$ cat src/hdl/efr_pkg.sv
package efr_pkg;

    // common word type for all 32-bit payload values
    typedef logic signed [31:0] word_t;

    // function codes carried on tuser
    localparam logic [2:0] FN_SET  = 3'd0;
    localparam logic [2:0] FN_B2E  = 3'd1;
    localparam logic [2:0] FN_E2B  = 3'd2;
    localparam logic [2:0] FN_RB2E = 3'd3;
    localparam logic [2:0] FN_RE2B = 3'd4;

    // fixed point formats
    localparam int RATE_FRAC = 24;
    localparam int ROT_FRAC  = 30;
    localparam int RATE_SH   = ROT_FRAC - RATE_FRAC;
    localparam logic signed [33:0] RATE_RND = 34'sd1 <<< (RATE_SH - 1);
    localparam word_t RATE_ONE = 32'sd1 <<< RATE_FRAC;
    localparam word_t S32_MAX  = 32'sh7fff_ffff;
    localparam logic signed [33:0] ONE_Q30 = 34'sd1 <<< ROT_FRAC;

    // angle constants, Q.32
    localparam longint PI_Q32         = 64'sd13493037705;
    localparam longint TWO_PI_Q32     = 2 * PI_Q32;
    localparam longint HALF_PI_Q32    = PI_Q32 / 2;
    localparam longint QUARTER_PI_Q32 = PI_Q32 / 4;

    // residual angle register width and its constants
    localparam int R_W = 36;
    localparam logic signed [R_W-1:0] PI_R      = R_W'(PI_Q32);
    localparam logic signed [R_W-1:0] TWO_PI_R  = R_W'(TWO_PI_Q32);
    localparam logic signed [R_W-1:0] HALF_PI_R = R_W'(HALF_PI_Q32);

    // arctangent table geometry
    localparam int ATAN_N = 31;
    localparam int ATAN_W = 36;

    // top level sequencer
    typedef enum logic [2:0] {
        ST_IDLE, ST_TRIG, ST_MUL, ST_MAT, ST_DIV, ST_XFORM, ST_OUT
    } state_t;

    // cordic lane phases
    typedef enum logic [2:0] {
        CP_IDLE, CP_REDUCE, CP_WRAP0, CP_WRAP1, CP_FOLD, CP_ITER, CP_DONE
    } cordic_ph_t;

    // divider lane phases
    typedef enum logic [1:0] {
        DV_IDLE, DV_RUN, DV_FIX
    } div_ph_t;

    // dot lane control
    typedef struct packed {
        logic start;
        logic rate;
    } dot_ctl_t;

    // divider lane status
    typedef struct packed {
        logic busy;
        logic sat;
    } div_stat_t;

    // clamp to [-1.0, 1.0] in Q2.30
    function automatic word_t clamp_q30(input logic signed [33:0] v);
        if (v > ONE_Q30)
            return word_t'(ONE_Q30);
        else if (v < -ONE_Q30)
            return word_t'(-ONE_Q30);
        else
            return v[31:0];
    endfunction

    // unsigned shift and subtract quotient, elaboration only
    function automatic longint unsigned udiv64(input longint unsigned n,
                                               input longint unsigned d);
        longint unsigned q;
        longint unsigned r;
        q = 0;
        r = 0;
        for (int i = 63; i >= 0; i--)
        begin
            r = {r[62:0], n[i]};
            if (r >= d)
            begin
                r    = r - d;
                q[i] = 1'b1;
            end
        end
        return q;
    endfunction

    // arctan(2^-i) in Q.32 from the alternating series, elaboration only
    function automatic longint atan_q32(input int i);
        longint sum;
        longint term;
        int     e;
        sum = 0;
        if (i == 0)
            return QUARTER_PI_Q32;
        for (int k = 0; k < 64; k++)
        begin
            e = 62 - i * (2 * k + 1);
            if (e < 0)
                break;
            term = longint'(udiv64(64'd1 << e, 64'(2 * k + 1)));
            sum  = k[0] ? sum - term : sum + term;
        end
        return (sum + (64'sd1 <<< 29)) >>> 30;
    endfunction

    // packed arctangent table
    function automatic logic [ATAN_N*ATAN_W-1:0] atan_table();
        logic [ATAN_N*ATAN_W-1:0] t;
        t = '0;
        for (int i = 0; i < ATAN_N; i++)
        begin
            t[i*ATAN_W +: ATAN_W] = ATAN_W'(atan_q32(i));
        end
        return t;
    endfunction

    // integer square root, elaboration only
    function automatic longint unsigned isqrt64(input longint unsigned n);
        longint unsigned res;
        longint unsigned rem;
        longint unsigned bit_v;
        res   = 0;
        rem   = n;
        bit_v = 64'd1 << 62;
        while (bit_v > rem)
            bit_v = bit_v >> 2;
        while (bit_v != 0)
        begin
            if (rem >= res + bit_v)
            begin
                rem = rem - (res + bit_v);
                res = (res >> 1) + bit_v;
            end
            else
                res = res >> 1;
            bit_v = bit_v >> 2;
        end
        return res;
    endfunction

    // cordic gain in Q2.30 for a given step count
    function automatic longint cordic_gain(input int iters);
        longint unsigned k2;
        k2 = 64'd1 << 60;
        for (int i = 0; i < iters && i < 31; i++)
        begin
            k2 = k2 - udiv64(k2, (64'd1 << (2 * i)) + 64'd1);
        end
        return longint'(isqrt64(k2));
    endfunction

endpackage

$ cat src/hdl/efr_dot_lane.sv
module efr_dot_lane (
    input  logic              clk,
    input  logic              rst_n,
    input  efr_pkg::dot_ctl_t  ctl,
    input  efr_pkg::word_t     vec [3],
    input  efr_pkg::word_t     elem [3],
    output logic              busy,
    output efr_pkg::word_t     res
);
    import efr_pkg::*;

    logic               busy_reg;
    logic [2:0]         cnt_reg;
    logic               rate_reg;
    logic signed [63:0] prod_reg;
    logic signed [41:0] acc_reg;

    word_t              mul_a, mul_b;
    logic signed [63:0] rnd_sum;
    logic signed [39:0] term;

    assign busy = busy_reg;

    // operand pick for this step
    always_comb
    begin
        case (cnt_reg)
            3'd0:    begin mul_a = vec[0]; mul_b = elem[0]; end
            3'd1:    begin mul_a = vec[1]; mul_b = elem[1]; end
            3'd2:    begin mul_a = vec[2]; mul_b = elem[2]; end
            default: begin mul_a = '0;     mul_b = '0;      end
        endcase
    end

    // round one product to the output format
    assign rnd_sum = prod_reg + (rate_reg ? (64'sd1 <<< (RATE_FRAC - 1))
                                          : (64'sd1 <<< (ROT_FRAC - 1)));
    assign term    = rate_reg ? 40'(rnd_sum >>> RATE_FRAC) : 40'(rnd_sum >>> ROT_FRAC);

    // control
    always_ff @(posedge clk or negedge rst_n)
    begin
        if (!rst_n)
        begin
            busy_reg <= 1'b0;
            cnt_reg  <= '0;
        end
        else if (!busy_reg)
        begin
            if (ctl.start)
            begin
                busy_reg <= 1'b1;
                cnt_reg  <= '0;
            end
        end
        else
        begin
            cnt_reg <= cnt_reg + 1'b1;
            if (cnt_reg == 3'd4)
                busy_reg <= 1'b0;
        end
    end

    // multiply, accumulate, saturate
    always_ff @(posedge clk)
    begin
        if (!busy_reg)
        begin
            if (ctl.start)
            begin
                rate_reg <= ctl.rate;
                acc_reg  <= '0;
            end
        end
        else
        begin
            if (cnt_reg < 3'd3)
                prod_reg <= mul_a * mul_b;
            if (cnt_reg >= 3'd1 && cnt_reg <= 3'd3)
                acc_reg <= acc_reg + 42'(term);
            if (cnt_reg == 3'd4)
            begin
                if (acc_reg > 42'(S32_MAX))
                    res <= S32_MAX;
                else if (acc_reg < -42'sd2147483648)
                    res <= 32'sh8000_0000;
                else
                    res <= acc_reg[31:0];
            end
        end
    end

endmodule

$ cat config.mk
export PLATFORM = sky130hd
export DESIGN_NAME = efr_dot_lane
export DESIGN_NICKNAME = d
export VERILOG_FILES = /design/src/hdl/efr_pkg.sv /design/src/hdl/efr_dot_lane.sv
export SDC_FILE = /design/constraint.sdc
export NUM_CORES = 2
export LEC_CHECK = 0
export BUFFER_PORTS_ARGS = -buffer_cell sky130_fd_sc_hd__buf_2
export CAP_MARGIN = 20
export CORE_MARGIN = 2
export CORE_UTILIZATION = 45
export DETAILED_ROUTE_END_ITERATION = 7
export SLEW_MARGIN = 20
export SYNTH_ARGS = -nofsm -noshare
export SYNTH_HDL_FRONTEND = slang
export SYNTH_SLANG_ARGS = --single-unit
$ cat constraint.sdc
create_clock -name clk -period 10.21 [get_ports clk]
set_clock_uncertainty 0.05 [all_clocks]
set_input_delay 0.5105 -clock clk [delete_from_list [all_inputs] [get_ports clk]]
set_output_delay 0.5105 -clock clk [all_outputs]
set_load 0.005 [all_outputs]
==> impl_results.md <==
* Status: finished, violations left
* Violated checks: design-rule violations
* Peak Freq at 102 MHz
* CTS sink cnt at 120
* Die Height at 313 um
* Crit path launch type: register
* Vias post-DR at 33100
* Cells after Synth at 4692
* WL final at 143 mm
* Most frequent CP cell: fa_1
* Starting Density at 45.4%
* H-tree levels at 4
* Vias in the first global route at 35900
* CP max-delay cell: fa_1
* Layout Nets at 6393
* Area share of the largest cell type after synthesis at 50.3%
* Synth cell types at 80
* DR pass1 iterations at 8
* Syn Area/Cell at 9.18 um^2
* # fillers at 8987
* Worst Path Arrival at 9.95 ns
* Yosys warns at 0
* Pin count of the biggest net entering global routing at 46
* Number of DRC markers in iteration 0 at 2658
* Max Cap Viol at 0
* WP data required at 10.33 ns
* Seq/Total Area, Yosys at 8.32%
* Final setup TNS at 0 ns
* DIE AREA at 98200 um^2
* Final setup violation count at 0
* Number of synthesized flops with an enable pin at 116
* Area Overhead vs Synth at 9.60%
* Placed instance area at 46400 um^2
* Core area at 94900 um^2
* Initial antenna violation count at 1
* Top cells by area, synth: fa_1, inv_1, edfxtp_1
* GRT overflow at 0
* Crit path largest cell delay at 0.58 ns
* Post-synthesis async set-or-reset flop share at 3.33%
* Clk buf depth at 2
* Via density at 5.36
* Chip width at 313 um
* Commonest cells after routing, fill and taps aside: fa_1, inv_1, nand2_1, nor2_1, buf_2
* Detailed Place HPWL at 121 mm
* Clk slew on worst S/H paths at 0.06 ns
* I/O pin count at 229
* Layout cell share with drive strength beyond 1 at 9.98%
* Gr usage total at 30.2%
* Hold Crit Class: input port to register
* Routed WL per cell at 23.3 um
* Kind of critical path: register to register
* Clock Latency Late Sink at 0.42 ns
* Fin area at 47200 um^2
* Root buf cell: clkbuf_16
* Cts bufs inserted at 17
* Area of the mapped netlist at 43100 um^2
* Ant. Diodes at 0
* Syn nets at 6198
* Top_reg_cell synth: edfxtp_1
* Commonest non-fill, non-tap cell in the layout: fa_1
* R2R Setup Slk at 0.38 ns
* FP Rows at 113
* Post-synth top area cell: fa_1
* Final hold vios at 0
* Worst Tran Pin Value at 1.15 ns
* Critical path peak fanout at 39
* Gp weighted congestion at 1.01
* Fin crit period at 9.83 ns
* Flops & latches, synth at 120
* First-pass GRT wire length at 219 mm
* Post-route DRC at 1
* TritonCTS clock tree: built
* Slew margin rel. at 23.2%
* Port buffer count at 228
* Max Slew Vio Count at 0
* Crit share post-route at 96.3%
* Remaining antenna violation count at 0
* Crit. End Element: register
* Largest register FFs at 42
==> stage by stage <==
step	std cells	hold WS [ns]	utilization, %	setup WS [ns]
5_1_grt	6165	0.245	49.7	-0.00115
4_1_cts	6154	0.236	49.6	0.141
6_report	6165	0.255	49.7	0.382
3_5_place_dp	6121	0.284	48.9	0.184
2_1_floorplan	4692	0.165	-	0.470
3_3_place_gp	6120	0.276	48.9	0.188
==> cell families (layout without fill, tap and decap cells) <==
logic type | after synthesis | in the layout | synth area share (%)
buf+inv | 1227 | 1435 | 10.7
xor+xnor | 122 | 122 | 2.50
flops | 120 | 120 | 8.32
compound gates | 395 | 395 | 6.28
simple gates | 1487 | 1487 | 14.5
mux | 31 | 31 | 0.727
fa+ha+maj | 1310 | 1310 | 56.9
==> cell type report <==
cell class	instances	area [um^2]	area share [%]
timing repair buffer	414	2730	5.78
multi-input combinational	3345	34900	74.0
clock inverter	15	225	0.477
sequential	120	3580	7.59
inverter	989	3710	7.87
clock buffer	17	425	0.902
tap	1265	1580	3.35
==> Yosys cell counts, types with 51 or more instances <==
library cell,n
ha_1,228
o21ai_0,51
clkbuf_1,223
edfxtp_1,116
inv_1,988
and2_1,92
a21o_1,81
a21oi_1,115
nor2_1,581
a22oi_1,55
xnor2_1,76
nand2_1,647
fa_1,1082
==> what timing repair did <==
action / 4_1_cts / 5_1_grt
hold endpoints to repair: 4 / 0
endpoints found under the setup margin: 0 / 17
hold buffers: 1 / 0
buffers inserted: 0 / 10
resized for setup: 0 / 9
==> routing by layer <==
layer  GRT usage, %  wire length, um  vias to the layer above
met4           11.3             6520                        2
met5              0               13                        -
met2           45.2            61000                     1730
li1               -                -                    14400
met3           9.30            17800                      248
met1           41.4            58000                    16700
==> worst paths after layout <==
kind | startpoint | endpoint | cells past startpoint
worst max-delay path | cnt_reg[1] | prod_reg[63] | 33
worst min-delay path | ctl[0] | rate_reg | 1
worst max register to register | cnt_reg[1] | prod_reg[63] | 33
worst min register to register | acc_reg[0] | res[0] | 1
max in group asynchronous | rst_n | cnt_reg[0] | 2
min in group asynchronous | rst_n | busy | 2
==> worst max-delay path, delay by kind of cell (launching register included) <==
family,cells,cell delay (ns)
AND/OR/NAND/NOR,6,1.25
AO/OA/AOI/OAI,7,1.60
flip-flops,1,0.41
adder cells (fa/ha/maj),10,4.69
buffers and inverters,10,1.53
Power is not shown: default switching activity piles up to over one toggle a cycle in this logic, so the estimate is an artifact.
