**src/hdl/efr_pkg.sv**
```systemverilog
package efr_pkg;

    // common word type for all 32-bit payload values
    typedef logic signed [31:0] word_t;

    // function codes carried on tuser
    localparam logic [2:0] FN_SET  = 3'd0;
    localparam logic [2:0] FN_B2E  = 3'd1;
    localparam logic [2:0] FN_E2B  = 3'd2;
    localparam logic [2:0] FN_RB2E = 3'd3;
    localparam logic [2:0] FN_RE2B = 3'd4;

    // fixed point formats
    localparam int RATE_FRAC = 24;
    localparam int ROT_FRAC  = 30;
    localparam int RATE_SH   = ROT_FRAC - RATE_FRAC;
    localparam logic signed [33:0] RATE_RND = 34'sd1 <<< (RATE_SH - 1);
    localparam word_t RATE_ONE = 32'sd1 <<< RATE_FRAC;
    localparam word_t S32_MAX  = 32'sh7fff_ffff;
    localparam logic signed [33:0] ONE_Q30 = 34'sd1 <<< ROT_FRAC;

    // angle constants, Q.32
    localparam longint PI_Q32         = 64'sd13493037705;
    localparam longint TWO_PI_Q32     = 2 * PI_Q32;
    localparam longint HALF_PI_Q32    = PI_Q32 / 2;
    localparam longint QUARTER_PI_Q32 = PI_Q32 / 4;

    // residual angle register width and its constants
    localparam int R_W = 36;
    localparam logic signed [R_W-1:0] PI_R      = R_W'(PI_Q32);
    localparam logic signed [R_W-1:0] TWO_PI_R  = R_W'(TWO_PI_Q32);
    localparam logic signed [R_W-1:0] HALF_PI_R = R_W'(HALF_PI_Q32);

    // arctangent table geometry
    localparam int ATAN_N = 31;
    localparam int ATAN_W = 36;

    // top level sequencer
    typedef enum logic [2:0] {
        ST_IDLE, ST_TRIG, ST_MUL, ST_MAT, ST_DIV, ST_XFORM, ST_OUT
    } state_t;

    // cordic lane phases
    typedef enum logic [2:0] {
        CP_IDLE, CP_REDUCE, CP_WRAP0, CP_WRAP1, CP_FOLD, CP_ITER, CP_DONE
    } cordic_ph_t;

    // divider lane phases
    typedef enum logic [1:0] {
        DV_IDLE, DV_RUN, DV_FIX
    } div_ph_t;

    // dot lane control
    typedef struct packed {
        logic start;
        logic rate;
    } dot_ctl_t;

    // divider lane status
    typedef struct packed {
        logic busy;
        logic sat;
    } div_stat_t;

    // clamp to [-1.0, 1.0] in Q2.30
    function automatic word_t clamp_q30(input logic signed [33:0] v);
        if (v > ONE_Q30)
            return word_t'(ONE_Q30);
        else if (v < -ONE_Q30)
            return word_t'(-ONE_Q30);
        else
            return v[31:0];
    endfunction

    // unsigned shift and subtract quotient, elaboration only
    function automatic longint unsigned udiv64(input longint unsigned n,
                                               input longint unsigned d);
        longint unsigned q;
        longint unsigned r;
        q = 0;
        r = 0;
        for (int i = 63; i >= 0; i--)
        begin
            r = {r[62:0], n[i]};
            if (r >= d)
            begin
                r    = r - d;
                q[i] = 1'b1;
            end
        end
        return q;
    endfunction

    // arctan(2^-i) in Q.32 from the alternating series, elaboration only
    function automatic longint atan_q32(input int i);
        longint sum;
        longint term;
        int     e;
        sum = 0;
        if (i == 0)
            return QUARTER_PI_Q32;
        for (int k = 0; k < 64; k++)
        begin
            e = 62 - i * (2 * k + 1);
            if (e < 0)
                break;
            term = longint'(udiv64(64'd1 << e, 64'(2 * k + 1)));
            sum  = k[0] ? sum - term : sum + term;
        end
        return (sum + (64'sd1 <<< 29)) >>> 30;
    endfunction

    // packed arctangent table
    function automatic logic [ATAN_N*ATAN_W-1:0] atan_table();
        logic [ATAN_N*ATAN_W-1:0] t;
        t = '0;
        for (int i = 0; i < ATAN_N; i++)
        begin
            t[i*ATAN_W +: ATAN_W] = ATAN_W'(atan_q32(i));
        end
        return t;
    endfunction

    // integer square root, elaboration only
    function automatic longint unsigned isqrt64(input longint unsigned n);
        longint unsigned res;
        longint unsigned rem;
        longint unsigned bit_v;
        res   = 0;
        rem   = n;
        bit_v = 64'd1 << 62;
        while (bit_v > rem)
            bit_v = bit_v >> 2;
        while (bit_v != 0)
        begin
            if (rem >= res + bit_v)
            begin
                rem = rem - (res + bit_v);
                res = (res >> 1) + bit_v;
            end
            else
                res = res >> 1;
            bit_v = bit_v >> 2;
        end
        return res;
    endfunction

    // cordic gain in Q2.30 for a given step count
    function automatic longint cordic_gain(input int iters);
        longint unsigned k2;
        k2 = 64'd1 << 60;
        for (int i = 0; i < iters && i < 31; i++)
        begin
            k2 = k2 - udiv64(k2, (64'd1 << (2 * i)) + 64'd1);
        end
        return longint'(isqrt64(k2));
    endfunction

endpackage

```
**src/hdl/efr_cordic_lane.sv**
```systemverilog
module efr_cordic_lane #(
    parameter int FRAC_BITS       = 16,
    parameter int TRIG_ITERATIONS = 16
) (
    input  logic          clk,
    input  logic          rst_n,
    input  logic          start,
    input  efr_pkg::word_t angle,
    output logic          busy,
    output efr_pkg::word_t cos_val,
    output efr_pkg::word_t sin_val
);
    import efr_pkg::*;

    localparam int MW        = 64 - FRAC_BITS;
    localparam int RED_STEPS = 29 - FRAC_BITS;
    localparam int RCW       = $clog2(RED_STEPS);
    localparam int ITW       = $clog2(TRIG_ITERATIONS);
    localparam logic [RCW-1:0] RED_LAST = RCW'(RED_STEPS - 1);
    localparam logic [ITW-1:0] IT_LAST  = ITW'(TRIG_ITERATIONS - 1);
    localparam logic signed [33:0] GAIN = 34'(cordic_gain(TRIG_ITERATIONS));
    localparam logic [ATAN_N*ATAN_W-1:0] ATAN_TAB = atan_table();
    localparam logic [MW-1:0] TWO_PI_M = MW'(TWO_PI_Q32);

    cordic_ph_t state_reg, state_next;
    logic [MW-1:0]           mag_reg;
    logic                    neg_reg;
    logic [RCW-1:0]          cnt_reg;
    logic [ITW-1:0]          it_reg;
    logic signed [R_W-1:0]   r_reg;
    logic signed [33:0]      x_reg, y_reg;

    logic signed [MW-1:0]    scaled;
    logic [MW-1:0]           red_sub;
    logic signed [ATAN_W-1:0] atan_v;
    logic signed [33:0]      dx, dy;
    word_t                   x_cl;

    // angle scaled to Q.32 and per-step operands
    assign scaled  = MW'(angle) <<< (32 - FRAC_BITS);
    assign red_sub = TWO_PI_M << cnt_reg;
    assign atan_v  = ATAN_TAB[it_reg*ATAN_W +: ATAN_W];
    assign dx      = y_reg >>> it_reg;
    assign dy      = x_reg >>> it_reg;
    assign x_cl    = clamp_q30(x_reg);

    // phase register
    always_ff @(posedge clk or negedge rst_n)
    begin
        if (!rst_n)
            state_reg <= CP_IDLE;
        else
            state_reg <= state_next;
    end

    // next phase
    always_comb
    begin
        state_next = state_reg;
        busy       = (state_reg != CP_IDLE);
        unique case (state_reg)
            CP_IDLE:   if (start) state_next = CP_REDUCE;
            CP_REDUCE: if (cnt_reg == '0) state_next = CP_WRAP0;
            CP_WRAP0:  state_next = CP_WRAP1;
            CP_WRAP1:  state_next = CP_FOLD;
            CP_FOLD:   state_next = CP_ITER;
            CP_ITER:   if (it_reg == IT_LAST) state_next = CP_DONE;
            CP_DONE:   state_next = CP_IDLE;
            default:   state_next = CP_IDLE;
        endcase
    end

    // reduction, fold and rotation datapath
    always_ff @(posedge clk)
    begin
        case (state_reg)
            CP_IDLE:
                if (start)
                begin
                    mag_reg <= scaled[MW-1] ? MW'(-scaled) : MW'(scaled);
                    neg_reg <= scaled[MW-1];
                    cnt_reg <= RED_LAST;
                end
            CP_REDUCE:
            begin
                if (mag_reg >= red_sub)
                    mag_reg <= mag_reg - red_sub;
                cnt_reg <= cnt_reg - 1'b1;
            end
            CP_WRAP0:
                if (neg_reg && mag_reg != '0)
                    r_reg <= TWO_PI_R - R_W'(mag_reg);
                else
                    r_reg <= R_W'(mag_reg);
            CP_WRAP1:
                if (r_reg >= PI_R)
                    r_reg <= r_reg - TWO_PI_R;
            CP_FOLD:
            begin
                if (r_reg > HALF_PI_R)
                begin
                    r_reg   <= PI_R - r_reg;
                    neg_reg <= 1'b1;
                end
                else if (r_reg < -HALF_PI_R)
                begin
                    r_reg   <= -PI_R - r_reg;
                    neg_reg <= 1'b1;
                end
                else
                    neg_reg <= 1'b0;
                x_reg  <= GAIN;
                y_reg  <= '0;
                it_reg <= '0;
            end
            CP_ITER:
            begin
                if (r_reg >= 0)
                begin
                    x_reg <= x_reg - dx;
                    y_reg <= y_reg + dy;
                    r_reg <= r_reg - atan_v;
                end
                else
                begin
                    x_reg <= x_reg + dx;
                    y_reg <= y_reg - dy;
                    r_reg <= r_reg + atan_v;
                end
                it_reg <= it_reg + 1'b1;
            end
            CP_DONE:
            begin
                cos_val <= neg_reg ? -x_cl : x_cl;
                sin_val <= clamp_q30(y_reg);
            end
            default: ;
        endcase
    end

endmodule

```
**config.mk**
```make
export PLATFORM = sky130hd
export DESIGN_NAME = efr_cordic_lane
export DESIGN_NICKNAME = d
export VERILOG_FILES = /design/src/hdl/efr_pkg.sv /design/src/hdl/efr_cordic_lane.sv
export SDC_FILE = /design/constraint.sdc
export NUM_CORES = 1
export LEC_CHECK = 0
export BUFFER_PORTS_ARGS = -buffer_cell sky130_fd_sc_hd__buf_2
export CORE_MARGIN = 2
export CORE_UTILIZATION = 40
export CTS_CLUSTER_SIZE = 28
export DETAILED_ROUTE_END_ITERATION = 6
export PLACE_DENSITY = 0.54
export SLEW_MARGIN = 0
export SYNTH_ARGS = -nofsm -noshare
export SYNTH_HDL_FRONTEND = slang
export SYNTH_SLANG_ARGS = --single-unit
```
**constraint.sdc**
```tcl
create_clock -name clk -period 7.23 [get_ports clk]
set_input_delay 1.0845 -clock clk [delete_from_list [all_inputs] [get_ports clk]]
set_output_delay 1.0845 -clock clk [all_outputs]
set_load 0.01 [all_outputs]
```
==> impl_metrics.tcl <==
set metrics [dict create \
    cts-root-buf "clkbuf_16" \
    place_ws_ns 1.05 \
    synth_fp_nets 3645 \
    initial_utilization_pct 40.3 \
    critPathMaxStageDelay_ns 0.65 \
    ff2ff_setup_slack_ns 1.01 \
    place_hpwl_um 75900 \
    cap_violations 0 \
    r2r-start "it_reg[1]$_SDFFCE_PN0P_" \
    routed_wl_um 99700 \
    status "finished with violations" \
    synth_cell_types 91 \
    critical_path_class "reg2reg" \
    slew_headroom_pct 22.2 \
    num_vias 27300 \
    grt-ovfl-total 0 \
    hold_path.class "in2async" \
    worst-path-max-fanout 11 \
    ys_seq_area_share_pct 24.2 \
    path_cells "inv_2 > ha_1 > nand2_1 > o21ai_0 > o21ai_0 > inv_1 > ha_1 > nand4_1 > or4_1 > nand2_1 > xor2_1 > ha_1 > a21o_1 > a311oi_1 > a21oi_1 > a211oi_1 > o21ai_0 > and2_1 > o41ai_1 > mux2_2 > nand2_1 > a22oi_1" \
    worstMarginPinSlew_ns 1.17 \
    syn2layout_area_growth_pct 7.71 \
    dieArea_um2 72500 \
    synth_edf_count 224 \
    antenna_found_initial 0 \
    startpoint "it_reg[1]$_SDFFCE_PN0P_" \
    layout_setup_ws_ns 1.01 \
    clkTransAtPathRegs_ns 0.06 \
    hold_viol_final 0 \
    grt_first_pass_wirelength_um 154000 \
    viasPerCell 6.28 \
    utilization_pct 43.4 \
    synth.cell_area_um2 28200 \
    gp_congestion 0.932 \
    setup_violations 0 \
    core_um2 69900 \
    rsz0062_at_grt "no" \
    fillers 7025 \
    synth_cells 3429 \
    startpoint_type "flop" \
    arrival_ns 6.52 \
    skew_ns 0.0210 \
    post_drt_wl_per_cell_um 22.9 \
    yosysWarnings 0 \
    largest_register_ffs 47 \
    num_rows 97 \
    period_share_pct 86.0 \
    clock_latency_ns 0.62 \
    critPathSlowestCell "or4_1" \
    crit_path_end_kind "flop" \
    grt_max_degree 78 \
    path_buf_inv 2 \
    die_w_um 269 \
    grt_pass1_vias 26400 \
    track_usage_pct 26.5 \
    cts_tree "built" \
    setup_tns_ns 0 \
    final_max_slew_viol_count 0 \
    fin_crit_ns 6.22 \
    ctsHoldBuffers 0 \
    post_cts_buffers 0 \
    htreeDepth 1 \
    clock_sinks 227 \
    dr.pass1.iters 7 \
    drc 1 \
    async_flop_share_pct 1.32 \
    final_nets 3611 \
    yosysTopAreaCell "edfxtp_1" \
    synthesis.area_per_instance_um2 8.21 \
    required_ns 7.54 \
    clockBufferDepth 3 \
    synth_top_flop_cell "edfxtp_1" \
    path_delay_family "compound AO/OA/AOI/OAI gates" \
    cts-buffers-inserted 29 \
    drtAntennaViolNets 0 \
    synth_area_leaders "edfxtp_1 (24%), ha_1 (7.9%), xnor2_1 (5.1%)" \
    yosysTopAreaCellShare_pct 23.9 \
    die_h_um 269 \
    layout-drive-gt1-share_pct 9.80 \
    violations "DRC" \
    clock.fmax_ghz 0.161 \
    cts_resized 0 \
    drtIter0Drc 2657 \
    ys_ff_latch 227 \
    port_buffers 99 \
    io_pins 100 \
]
## cell usage after synthesis, drive strengths merged, types with 10 or more instances
library cell / instances
nand2b: 47
or4: 22
o221ai: 10
or3: 25
xnor2: 163
nor3: 77
o21bai: 27
a21boi: 17
o31ai: 41
a211o: 11
nand3: 88
o211ai: 31
or2: 28
o22ai: 27
mux4: 59
o21a: 36
a211oi: 43
a21o: 90
buf: 52
nor4: 35
edfxtp: 224
ha: 178
o31a: 17
a22oi: 21
and2: 23
xor2: 154
nor2b: 64
inv: 78
o21ai: 246
mux2i: 76
mux2: 36
clkbuf: 161
a2111oi: 11
a31oi: 48
nor2: 314
and3: 33
a311oi: 21
a221oi: 20
nand4: 34
nand2: 342
o41ai: 18
a21oi: 260
## cell type report
type	instances	area, um^2	area share, %
antenna	1	2.50	0.00825
clock inverter	18	193	0.635
tap	940	1180	3.88
timing repair buffer	148	888	2.93
inverter	80	300	0.990
sequential	227	6800	22.4
clock buffer	35	748	2.47
multi-input combinational	2909	20200	66.7
## stage by stage
step                cell area, um^2  instances  hold slack (ns)
finish                        30300       4358            0.265
global route                  30300       4357            0.263
CTS                           30300       4357            0.247
detailed placement            29400       4304            0.664
global placement              29400       4304            0.663
floorplan                     28200       3429            0.564
## cells in the final DEF, fill, tap and decap left out, drive strengths merged, types with 25 or more instances in the layout
| cell | n |
|---|---|
| nor2 | 314 |
| and3 | 33 |
| o211ai | 31 |
| nor4 | 35 |
| o21a | 36 |
| inv | 80 |
| or3 | 25 |
| o31ai | 41 |
| nor2b | 64 |
| o22ai | 27 |
| nand2b | 47 |
| mux4 | 59 |
| a21oi | 260 |
| xor2 | 154 |
| clkbuf | 35 |
| or2 | 28 |
| mux2i | 76 |
| mux2 | 36 |
| a211oi | 43 |
| a21o | 90 |
| nand2 | 342 |
| o21ai | 246 |
| nor3 | 77 |
| buf | 148 |
| nand3 | 88 |
| a31oi | 48 |
| o21bai | 27 |
| xnor2 | 163 |
| edfxtp | 224 |
| nand4 | 34 |
| ha | 178 |
## cell families (layout without fill, tap and decap cells)
logic type	count (synthesis)	count (layout)	synth area share (%)
DFF	227	227	24.2
adders and majority gates	181	181	8.12
buffers and inverters	293	281	4.26
and+or+nand+nor	1160	1160	19.6
AOI/OAI and AO/OA	1080	1080	25.1
muxes	171	171	8.90
xor gates and xnor gates	317	317	9.86
other	0	1	0
## worst register-to-register path, cell delays in order (launching register included)
cell and delay [ns]:
edfxtp_1 0.59, inv_2 0.32, ha_1 0.28, nand2_1 0.09, o21ai_0 0.15, o21ai_0 0.20
inv_1 0.12, ha_1 0.18, nand4_1 0.12, or4_1 0.65, nand2_1 0.19, xor2_1 0.19
ha_1 0.32, a21o_1 0.22, a311oi_1 0.34, a21oi_1 0.11, a211oi_1 0.20, o21ai_0 0.28
and2_1 0.27, o41ai_1 0.55, mux2_2 0.40, nand2_1 0.08, a22oi_1 0.07
## path summary, 6_finish.rpt
check,endpoint,cells after the start
worst max-delay path,r_reg[35]$_DFFE_PP_,22
worst min-delay path,state_reg[1]$_DFFE_PN0P_,1
worst max register to register,r_reg[35]$_DFFE_PP_,22
worst min register to register,sin_val[0]$_SDFFCE_PP0N_,1
max in group asynchronous,state_reg[0]$_DFFE_PN0P_,1
min in group clk,sin_val[0]$_SDFFCE_PP0N_,1
## routing by layer
layer  GRT usage, %  wire length, um  part of all wire (%)  up-vias
met4           12.1             5100                   5.1        0
met2           43.9            46300                    46     1027
li1               -                -                     -    12900
met3           2.79             5620                   5.6      230
met5              0                0                     0        -
met1           34.6            42700                    43    13200
Power is not shown: default switching activity piles up to over one toggle a cycle in this logic, so the estimate is an artifact.
