==> src/hdl/efr_pkg.sv <==
package efr_pkg;

    // common word type for all 32-bit payload values
    typedef logic signed [31:0] word_t;

    // function codes carried on tuser
    localparam logic [2:0] FN_SET  = 3'd0;
    localparam logic [2:0] FN_B2E  = 3'd1;
    localparam logic [2:0] FN_E2B  = 3'd2;
    localparam logic [2:0] FN_RB2E = 3'd3;
    localparam logic [2:0] FN_RE2B = 3'd4;

    // fixed point formats
    localparam int RATE_FRAC = 24;
    localparam int ROT_FRAC  = 30;
    localparam int RATE_SH   = ROT_FRAC - RATE_FRAC;
    localparam logic signed [33:0] RATE_RND = 34'sd1 <<< (RATE_SH - 1);
    localparam word_t RATE_ONE = 32'sd1 <<< RATE_FRAC;
    localparam word_t S32_MAX  = 32'sh7fff_ffff;
    localparam logic signed [33:0] ONE_Q30 = 34'sd1 <<< ROT_FRAC;

    // angle constants, Q.32
    localparam longint PI_Q32         = 64'sd13493037705;
    localparam longint TWO_PI_Q32     = 2 * PI_Q32;
    localparam longint HALF_PI_Q32    = PI_Q32 / 2;
    localparam longint QUARTER_PI_Q32 = PI_Q32 / 4;

    // residual angle register width and its constants
    localparam int R_W = 36;
    localparam logic signed [R_W-1:0] PI_R      = R_W'(PI_Q32);
    localparam logic signed [R_W-1:0] TWO_PI_R  = R_W'(TWO_PI_Q32);
    localparam logic signed [R_W-1:0] HALF_PI_R = R_W'(HALF_PI_Q32);

    // arctangent table geometry
    localparam int ATAN_N = 31;
    localparam int ATAN_W = 36;

    // top level sequencer
    typedef enum logic [2:0] {
        ST_IDLE, ST_TRIG, ST_MUL, ST_MAT, ST_DIV, ST_XFORM, ST_OUT
    } state_t;

    // cordic lane phases
    typedef enum logic [2:0] {
        CP_IDLE, CP_REDUCE, CP_WRAP0, CP_WRAP1, CP_FOLD, CP_ITER, CP_DONE
    } cordic_ph_t;

    // divider lane phases
    typedef enum logic [1:0] {
        DV_IDLE, DV_RUN, DV_FIX
    } div_ph_t;

    // dot lane control
    typedef struct packed {
        logic start;
        logic rate;
    } dot_ctl_t;

    // divider lane status
    typedef struct packed {
        logic busy;
        logic sat;
    } div_stat_t;

    // clamp to [-1.0, 1.0] in Q2.30
    function automatic word_t clamp_q30(input logic signed [33:0] v);
        if (v > ONE_Q30)
            return word_t'(ONE_Q30);
        else if (v < -ONE_Q30)
            return word_t'(-ONE_Q30);
        else
            return v[31:0];
    endfunction

    // unsigned shift and subtract quotient, elaboration only
    function automatic longint unsigned udiv64(input longint unsigned n,
                                               input longint unsigned d);
        longint unsigned q;
        longint unsigned r;
        q = 0;
        r = 0;
        for (int i = 63; i >= 0; i--)
        begin
            r = {r[62:0], n[i]};
            if (r >= d)
            begin
                r    = r - d;
                q[i] = 1'b1;
            end
        end
        return q;
    endfunction

    // arctan(2^-i) in Q.32 from the alternating series, elaboration only
    function automatic longint atan_q32(input int i);
        longint sum;
        longint term;
        int     e;
        sum = 0;
        if (i == 0)
            return QUARTER_PI_Q32;
        for (int k = 0; k < 64; k++)
        begin
            e = 62 - i * (2 * k + 1);
            if (e < 0)
                break;
            term = longint'(udiv64(64'd1 << e, 64'(2 * k + 1)));
            sum  = k[0] ? sum - term : sum + term;
        end
        return (sum + (64'sd1 <<< 29)) >>> 30;
    endfunction

    // packed arctangent table
    function automatic logic [ATAN_N*ATAN_W-1:0] atan_table();
        logic [ATAN_N*ATAN_W-1:0] t;
        t = '0;
        for (int i = 0; i < ATAN_N; i++)
        begin
            t[i*ATAN_W +: ATAN_W] = ATAN_W'(atan_q32(i));
        end
        return t;
    endfunction

    // integer square root, elaboration only
    function automatic longint unsigned isqrt64(input longint unsigned n);
        longint unsigned res;
        longint unsigned rem;
        longint unsigned bit_v;
        res   = 0;
        rem   = n;
        bit_v = 64'd1 << 62;
        while (bit_v > rem)
            bit_v = bit_v >> 2;
        while (bit_v != 0)
        begin
            if (rem >= res + bit_v)
            begin
                rem = rem - (res + bit_v);
                res = (res >> 1) + bit_v;
            end
            else
                res = res >> 1;
            bit_v = bit_v >> 2;
        end
        return res;
    endfunction

    // cordic gain in Q2.30 for a given step count
    function automatic longint cordic_gain(input int iters);
        longint unsigned k2;
        k2 = 64'd1 << 60;
        for (int i = 0; i < iters && i < 31; i++)
        begin
            k2 = k2 - udiv64(k2, (64'd1 << (2 * i)) + 64'd1);
        end
        return longint'(isqrt64(k2));
    endfunction

endpackage

==> src/hdl/efr_div_lane.sv <==
module efr_div_lane (
    input  logic               clk,
    input  logic               rst_n,
    input  logic               start,
    input  efr_pkg::word_t      num,
    input  efr_pkg::word_t      den,
    output efr_pkg::div_stat_t  stat,
    output efr_pkg::word_t      quo
);
    import efr_pkg::*;

    div_ph_t state_reg, state_next;
    logic [31:0] rem_reg;
    logic [30:0] sh_reg;
    logic [30:0] q_reg;
    logic [31:0] d_reg;
    logic [4:0]  cnt_reg;
    logic        neg_reg;
    logic        sat_reg;

    logic [31:0] anum, aden;
    logic        sat_now, neg_now;
    logic [32:0] rem2;
    logic        qbit;
    logic [32:0] rem_sub;

    // magnitudes and early saturation check
    assign anum    = num[31] ? 32'(-num) : 32'(num);
    assign aden    = den[31] ? 32'(-den) : 32'(den);
    assign sat_now = ({7'd0, anum} >= {aden, 7'd0});
    assign neg_now = num[31] ^ den[31];

    // one restoring step
    assign rem2    = {rem_reg, sh_reg[30]};
    assign qbit    = (rem2 >= {1'b0, d_reg});
    assign rem_sub = qbit ? rem2 - {1'b0, d_reg} : rem2;

    // phase register
    always_ff @(posedge clk or negedge rst_n)
    begin
        if (!rst_n)
            state_reg <= DV_IDLE;
        else
            state_reg <= state_next;
    end

    // next phase
    always_comb
    begin
        state_next = state_reg;
        stat.busy  = (state_reg != DV_IDLE);
        stat.sat   = sat_reg;
        unique case (state_reg)
            DV_IDLE: if (start && !sat_now) state_next = DV_RUN;
            DV_RUN:  if (cnt_reg == '0) state_next = DV_FIX;
            DV_FIX:  state_next = DV_IDLE;
            default: state_next = DV_IDLE;
        endcase
    end

    // quotient datapath
    always_ff @(posedge clk)
    begin
        case (state_reg)
            DV_IDLE:
                if (start)
                begin
                    sat_reg <= sat_now;
                    neg_reg <= neg_now;
                    d_reg   <= aden;
                    rem_reg <= {7'd0, anum[31:7]};
                    sh_reg  <= {anum[6:0], 24'd0};
                    q_reg   <= '0;
                    cnt_reg <= 5'd30;
                    if (sat_now)
                    begin
                        if (anum == '0)
                            quo <= '0;
                        else
                            quo <= neg_now ? -S32_MAX : S32_MAX;
                    end
                end
            DV_RUN:
            begin
                rem_reg <= rem_sub[31:0];
                sh_reg  <= {sh_reg[29:0], 1'b0};
                q_reg   <= {q_reg[29:0], qbit};
                cnt_reg <= cnt_reg - 1'b1;
            end
            DV_FIX:
                quo <= neg_reg ? -word_t'({1'b0, q_reg}) : word_t'({1'b0, q_reg});
            default: ;
        endcase
    end

endmodule

==> config.mk <==
export PLATFORM = sky130hd
export DESIGN_NAME = efr_div_lane
export DESIGN_NICKNAME = d
export VERILOG_FILES = /design/src/hdl/efr_pkg.sv /design/src/hdl/efr_div_lane.sv
export SDC_FILE = /design/constraint.sdc
export NUM_CORES = 1
export LEC_CHECK = 0
export ABC_AREA = 1
export BUFFER_PORTS_ARGS = -buffer_cell sky130_fd_sc_hd__clkbuf_2
export CAP_MARGIN = 10
export CELL_PAD_IN_SITES_DETAIL_PLACEMENT = 0
export CELL_PAD_IN_SITES_GLOBAL_PLACEMENT = 1
export CORE_UTILIZATION = 40
export DETAILED_ROUTE_END_ITERATION = 10
export PLACE_DENSITY_LB_ADDON = 0.12
export SYNTH_ARGS = -nofsm -noshare
export SYNTH_HDL_FRONTEND = slang
export SYNTH_SLANG_ARGS = --single-unit
==> constraint.sdc <==
create_clock -name clk -period 5.19 [get_ports clk]
set_clock_uncertainty 0.05 [all_clocks]
set_input_delay 1.038 -clock clk [delete_from_list [all_inputs] [get_ports clk]]
set_output_delay 1.038 -clock clk [all_outputs]
set_load 0.02 [all_outputs]
==> qor.yml, run 1 <==
yosys:
  yosys-mux-area-fraction: 0
  synthAdderAreaFrac: 0.0700
  synth_seq_cells: 143
  syn_inst: 1576
  synth_top_family_by_area: "simple AND/OR/NAND/NOR gates"
  syn_avg_cell_area_um2: 7.22
  synth_top_area_frac: 0.372
  yosysSeqAreaShare: 0.377
  ys_top_cells_by_count: "404 x nand2_1, 234 x inv_1, 211 x nor2_1"
  synthSimpleGateAreaFrac: 0.318
  synth_top_area_cell: "edfxtp_1"
  syn_area_um2: 11400
  synth.most_common_cell: "nand2_1"
  synth_xor_area_frac: 0.0447
  synth_edf_count: 141
  synth_cell_types: 46
  syn_nets: 1706
  netlist_top_cells_area: "edfxtp_1 37%, nand2_1 13%, inv_1 7.7%"
  synthArstFlopShare: 0.0140
  yosys_warnings: 0
  ys.flop_type: "edfxtp_1"
  synth_compound_area_frac: 0.0933
timing:
  fin_tns_setup_ns: 0
  relSlewSlack: 0.306
  period_share: 0.820
  worst_pin_slew_ns: 1.04
  final-hold-violation-count: 0
  holdWs_ns: 0.347
  slew_viol_final: 0
  max_freq_mhz: 235
  rsz0062_at_grt: "false"
  setup_viol: 0
  fin_crit_ns: 4.25
routing:
  drc: 0
  met3_length_um: 1190
  dr_total_vias: 10200
  wire_per_inst_um: 15.6
  ant_nets: 0
  m1WireLength_um: 15800
  top_layer: "met4"
  firstDrtPassIters: 5
  drt_iter0_markers: 742
  routed-wl-met2_um: 14800
  routed_wirelength_um: 32200
  viasPerCell: 4.96
hold_path:
  hold_class: "in -> async"
cts:
  holdBufCountCts: 0
  clk_pin_slew_ns: 0.07
  cts_max_level: 4
  cts_buffers: 17
  cts_resized: 0
  clock_tree.root_cell: "clkbuf_16"
  cts_sinks: 143
  cts_setup_buffers: 0
  cts_buffer_depth: 2
  insertion_delay_ns: 0.42
  cts_tree: "done"
layout:
  areaGrowthSynthToFinish_pct: 13.6
  fin_area_um2: 12900
  fillers: 2922
  diodes: 0
  drive_above_1_share: 0.116
  postLayoutCoreUtil: 0.464
  nets: 1800
worst_setup_path:
  worstSetupPathType: "in -> reg"
  crit_start: "den[0]"
  critPathRequiredTime_ns: 5.26
  r2r_slack_ns: 2.10
  start_kind: "primary input"
  ff2ff_path_depth: 11
  cp.arrival_ns: 4.32
  critPathMaxFanout: 32
  end_kind: "register"
  r2r-end: "rem_reg[30]"
  r2r-start: "d_reg[0]"
global_routing:
  grt_pass1_wl_um: 51200
  antenna_found_initial: 0
  grt_max_degree: 47
  grt_overflow: 0
  grt_usage: 0.227
  grt_pass1_vias: 9624
floorplanning:
  ioPinCount: 101
  initial_core_util: 0.408
  rows: 61
  dieArea_um2: 29100
  die_x_um: 171
  die_y_um: 171
  core_um2: 27900
status:
  status: "finished clean"
pwr:
  switching_share: 0.434
  p_comb_frac: 0.482
  intPower_w: 0.00377
  leakagePower_nw: 6.11
  p_per_area_nw_per_um2: 515
  power_frac_clock: 0.211
  vdd_drop_max_mv: 0.325
  p_seq_frac: 0.308
  p_sw_w: 0.00289
place:
  io_buffers: 100
  hpwlAfterDp_um: 25600
  placed_area_um2: 12300
  gp_congestion: 0.916
flow_run:
  cap_viol_max_count: 0
logic make-up after synthesis:
family          Yosys count
simple gates            839
flops                   143
compound gates          198
buf+inv                 275
xor+xnor                 58
fa+ha+maj                63
layout by cell type (no fill, tap or decap), types with 24 or more instances in the layout:
cell type / Yosys / routed
inv_1: 234 / 234
a21oi_1: 79 / 78
o21ai_0: 89 / 89
nand4_1: 24 / 24
edfxtp_1: 141 / 141
clkbuf_2: 0 / 100
nor2_1: 211 / 209
nand2_1: 404 / 404
nand3_1: 111 / 111
ha_1: 62 / 62
xor2_1: 39 / 39
worst max-delay path, stage by stage:
cell and delay, ns:
clkbuf_2 0.11, inv_1 0.06, ha_1 0.15, nand3_1 0.10, nor2_1 0.09, nand2_1 0.09
nor2_1 0.18, nand2_1 0.11, o31ai_1 0.31, o21ai_0 0.18, or2_2 0.30, nand2_1 0.08
inv_1 0.05, ha_1 0.29, nand2_1 0.06, nor3_1 0.13, nand4_1 0.09, nor2_1 0.11
nand4_1 0.10, nand2_1 0.09, inv_1 0.04, nand2_1 0.07, nand4_1 0.12, nand2_1 0.14
buf_12 0.22
layer usage:
layer	track usage	vias up
met5	0	-
met4	0.0521	0
met3	0.0220	27
met2	0.371	232
met1	0.321	4635
li1	-	5334
final cells by class:
| type | instances | area, um2 | area share |
|---|---|---|---|
| multi-input cells | 1158 | 6010 | 0.465 |
| flip-flops and latches | 143 | 4280 | 0.331 |
| clock buffers | 17 | 425 | 0.0329 |
| well taps | 378 | 473 | 0.0366 |
| repair buffers | 111 | 596 | 0.0461 |
| clock inverters | 15 | 241 | 0.0187 |
| inverters | 239 | 897 | 0.0694 |
how the worst max path moves through the flow:
| stage | endpoint | slack (ns) | depth (start not counted) |
|---|---|---|---|
| after global routing | quo[19] | 0.59 | 25 |
| after floorplan | quo[0] | 0.63 | 23 |
| after detailed placement | quo[14] | 0.51 | 25 |
| after CTS | quo[19] | 0.95 | 25 |
| after global placement | quo[14] | 0.57 | 25 |
| final | quo[19] | 0.94 | 25 |
power groups by stage:
stage                     Clock, W  Sequential [W]  Combinational, W
after floorplan                  0         0.00201           0.00245
after global placement           0         0.00206           0.00319
after detailed placement         0         0.00207           0.00321
after CTS                  0.00142         0.00205           0.00323
after global routing       0.00146         0.00209           0.00367
final                      0.00140         0.00205           0.00321
through the flow:
stage	power [W]	std cells	setup slack [ns]
final	0.00666	2061	0.936
after global routing	0.00722	2061	0.594
after global placement	0.00525	2029	0.566
after CTS	0.00670	2061	0.954
after floorplan	0.00447	1576	0.631
after detailed placement	0.00528	2029	0.506
No activity file was read; power rests on OpenSTA's default activity.
==> run 2, diff against run 1 <==
--- a/config.mk
+++ b/config.mk
@@ -5,7 +5,7 @@
 export SDC_FILE = /design/constraint.sdc
 export NUM_CORES = 1
 export LEC_CHECK = 0
-export ABC_AREA = 1
+export ABC_AREA = 0
 export BUFFER_PORTS_ARGS = -buffer_cell sky130_fd_sc_hd__clkbuf_2
 export CAP_MARGIN = 10
 export CELL_PAD_IN_SITES_DETAIL_PLACEMENT = 0
==> constraint.sdc (replaced) <==
create_clock -name clk -period 3.95 [get_ports clk]
set_clock_uncertainty 0.05 [all_clocks]
set_input_delay 0.79 -clock clk [delete_from_list [all_inputs] [get_ports clk]]
set_output_delay 0.79 -clock clk [all_outputs]
set_load 0.02 [all_outputs]
==> run 2 against run 1 <==
  * Critical path depth fell by 9
  * Total power rose by 31%
  * Setup slack got worse by 0.91 ns
  * Largest cell class unchanged
  * Combinational power rose by 32%
==> qor.yml, run 2 <==
cts:
  insertion_delay_ns: 0.44
  clock_tree.root_cell: "clkbuf_16"
  holdBufCountCts: 0
  cts_sinks: 143
  cts_tree: "done"
  cts_max_level: 4
  cts_buffer_depth: 2
  clk_pin_slew_ns: 0.07
  cts_buffers: 17
worst_setup_path:
  cp_top_family: "compound AO/OA/AOI/OAI gates"
  critPathMaxFanout: 9
  crit_chain: "clkbuf_2 -> or3_1 -> or4_4 -> buf_4 -> o31ai_4 -> xnor2_2 -> ha_1 -> a21o_1 -> a21oi_2 -> nor2b_1 -> o21ai_1 -> o211ai_1 -> a21oi_2 -> nor4_4 -> buf_6 -> a31o_4"
  cp.arrival_ns: 4.06
  crit_path_frequent_cell: "a21oi_2"
  start_kind: "primary input"
  cp_slowest_cell: "or4_4"
  max_stage_delay_ns: 0.57
  end_kind: "register"
  worst-path-buf-inv: 3
  critPathRequiredTime_ns: 4.08
  worstSetupPathType: "in -> reg"
routing:
  drc: 0
  wire_per_inst_um: 18.0
  dr_total_vias: 9489
  ant_nets: 0
  firstDrtPassIters: 5
  viasPerCell: 5.54
  drt_iter0_markers: 702
  routed_wirelength_um: 30900
status:
  status: "finished clean"
yosys:
  synth_seq_cells: 143
  synth_top_area_frac: 0.403
  ys.flop_type: "edfxtp_1"
  synth_top_area_cell: "edfxtp_1"
  synth_top_family_by_area: "compound AO/OA/AOI/OAI gates"
  yosys-mux-area-fraction: 0.0137
  yosysSeqAreaShare: 0.408
  syn_nets: 1250
  synth_compound_area_frac: 0.187
  yosys_warnings: 0
  syn_avg_cell_area_um2: 9.38
  syn_inst: 1120
  synthAdderAreaFrac: 0.0758
  synth_edf_count: 141
  synthArstFlopShare: 0.0140
  syn_area_um2: 10500
  synth_cell_types: 69
  netlist_top_cells_area: "edfxtp_1 40%, ha_1 7.4%, xor2_1 4.7%"
  synth.most_common_cell: "edfxtp_1"
  synthSimpleGateAreaFrac: 0.186
  ys_top_cells_by_count: "141 x edfxtp_1, 88 x nand2_1, 86 x inv_1"
  synth_xor_area_frac: 0.0817
global_routing:
  grt-busiest-layer: "met2"
  grt_use_met1: 0.320
  antenna_found_initial: 0
  use_met2: 0.389
  grt_usage: 0.235
  grt_overflow: 0
  grt_pass1_vias: 8954
  grt_max_degree: 48
  grt_pass1_wl_um: 48200
  gr-usage-met3: 0.0331
layout:
  diodes: 0
  nets: 1500
  areaGrowthSynthToFinish_pct: 28.9
  drive_above_1_share: 0.268
  layout_common_cells: "168 x buf_4, 141 x edfxtp_1, 100 x clkbuf_2"
  fin_area_um2: 13500
  final_common_cell: "buf_4"
pwr:
  switching_share: 0.417
  p_sw_w: 0.00365
  p_comb_frac: 0.486
  power_frac_clock: 0.191
  p_seq_frac: 0.323
  vdd_drop_max_mv: 0.345
  leakagePower_nw: 5.77
  p_per_area_nw_per_um2: 646
  intPower_w: 0.00510
floorplanning:
  ioPinCount: 101
  rows: 58
  initial_core_util: 0.412
  die_x_um: 164
  dieArea_um2: 26900
  core_um2: 25500
  die_y_um: 164
timing:
  max_freq_mhz: 255
  slew_viol_final: 0
  period_share: 0.995
  worst_pin_slew_ns: 0.967
  fin_ws_ns: 0.0213
  final-hold-violation-count: 0
  setup_viol: 0
  relSlewSlack: 0.355
  holdWs_ns: 0.0815
  fin_tns_setup_ns: 0
  fin_crit_ns: 3.93
  rsz0062_at_grt: "true"
place:
  io_buffers: 100
  placed_area_um2: 12600
  gp_congestion: 0.879
  place_ws_ns: -0.702
  hpwlAfterDp_um: 23500
flow_run:
  cap_viol_max_count: 0
hold_path:
  hold_class: "in -> async"
-- run 2: timing repair --
action                                  4_1_cts  5_1_grt
setup buffers                                 3        6
pin swaps                                    10       18
gates cloned                                  3        0
resized for setup                            10       38
endpoints found under the setup margin       52       36
-- run 2: path summary, 6_finish.rpt --
| path | endpoint | from | slack, ns | cells past startpoint |
|---|---|---|---|---|
| max | quo[31] | num[22] | 0.02 | 16 |
| min | state_reg[1] | rst_n | 0.08 | 1 |
| min in group clk | state_reg[1] | cnt_reg[4] | 0.42 | 1 |
| max reg2reg | rem_reg[11] | rem_reg[9] | 0.24 | 9 |
| max in group asynchronous | state_reg[0] | rst_n | 3.67 | 1 |
| min reg2reg | state_reg[1] | cnt_reg[4] | 0.42 | 1 |
-- run 2: through the flow --
| step | utilization | std cells | power [W] |
|---|---|---|---|
| final | 0.532 | 1713 | 0.00874 |
| after global routing | 0.532 | 1713 | 0.00938 |
| after CTS | 0.522 | 1707 | 0.00875 |
| after detailed placement | 0.494 | 1669 | 0.00704 |
| after global placement | 0.494 | 1669 | 0.00699 |
| after floorplan | - | 1120 | 0.00569 |
-- run 2: kinds of logic (layout without fill, tap and decap cells) --
family | after synthesis | after routing
adders and majority gates | 63 | 63
xor gates and xnor gates | 98 | 98
AOI/OAI and AO/OA | 300 | 303
muxes | 14 | 14
DFF | 143 | 143
buffers and inverters | 131 | 391
and+or+nand+nor | 371 | 371
-- run 2: cell type report --
| cell class | instances | area [um2] |
|---|---|---|
| clock inverters | 15 | 186 |
| flip-flops and latches | 143 | 4280 |
| multi-input cells | 849 | 6070 |
| fillers | 2397 | 11900 |
| inverters | 86 | 323 |
| repair buffers | 273 | 1840 |
| clock buffers | 17 | 425 |
| well taps | 330 | 413 |
-- run 2: metal layers --
metal,vias up,share of wire
met1,4550,0.46
met4,0,0.016
met2,236,0.48
met3,27,0.041
met5,-,0
li1,4676,-
-- run 2: power by group through the flow --
stage | Clock [W] | Combinational (W) | Sequential [W]
after CTS | 0.00169 | 0.00423 | 0.00282
after floorplan | 0 | 0.00292 | 0.00277
after detailed placement | 0 | 0.00418 | 0.00286
after global routing | 0.00174 | 0.00474 | 0.00289
after global placement | 0 | 0.00414 | 0.00285
final | 0.00167 | 0.00425 | 0.00282
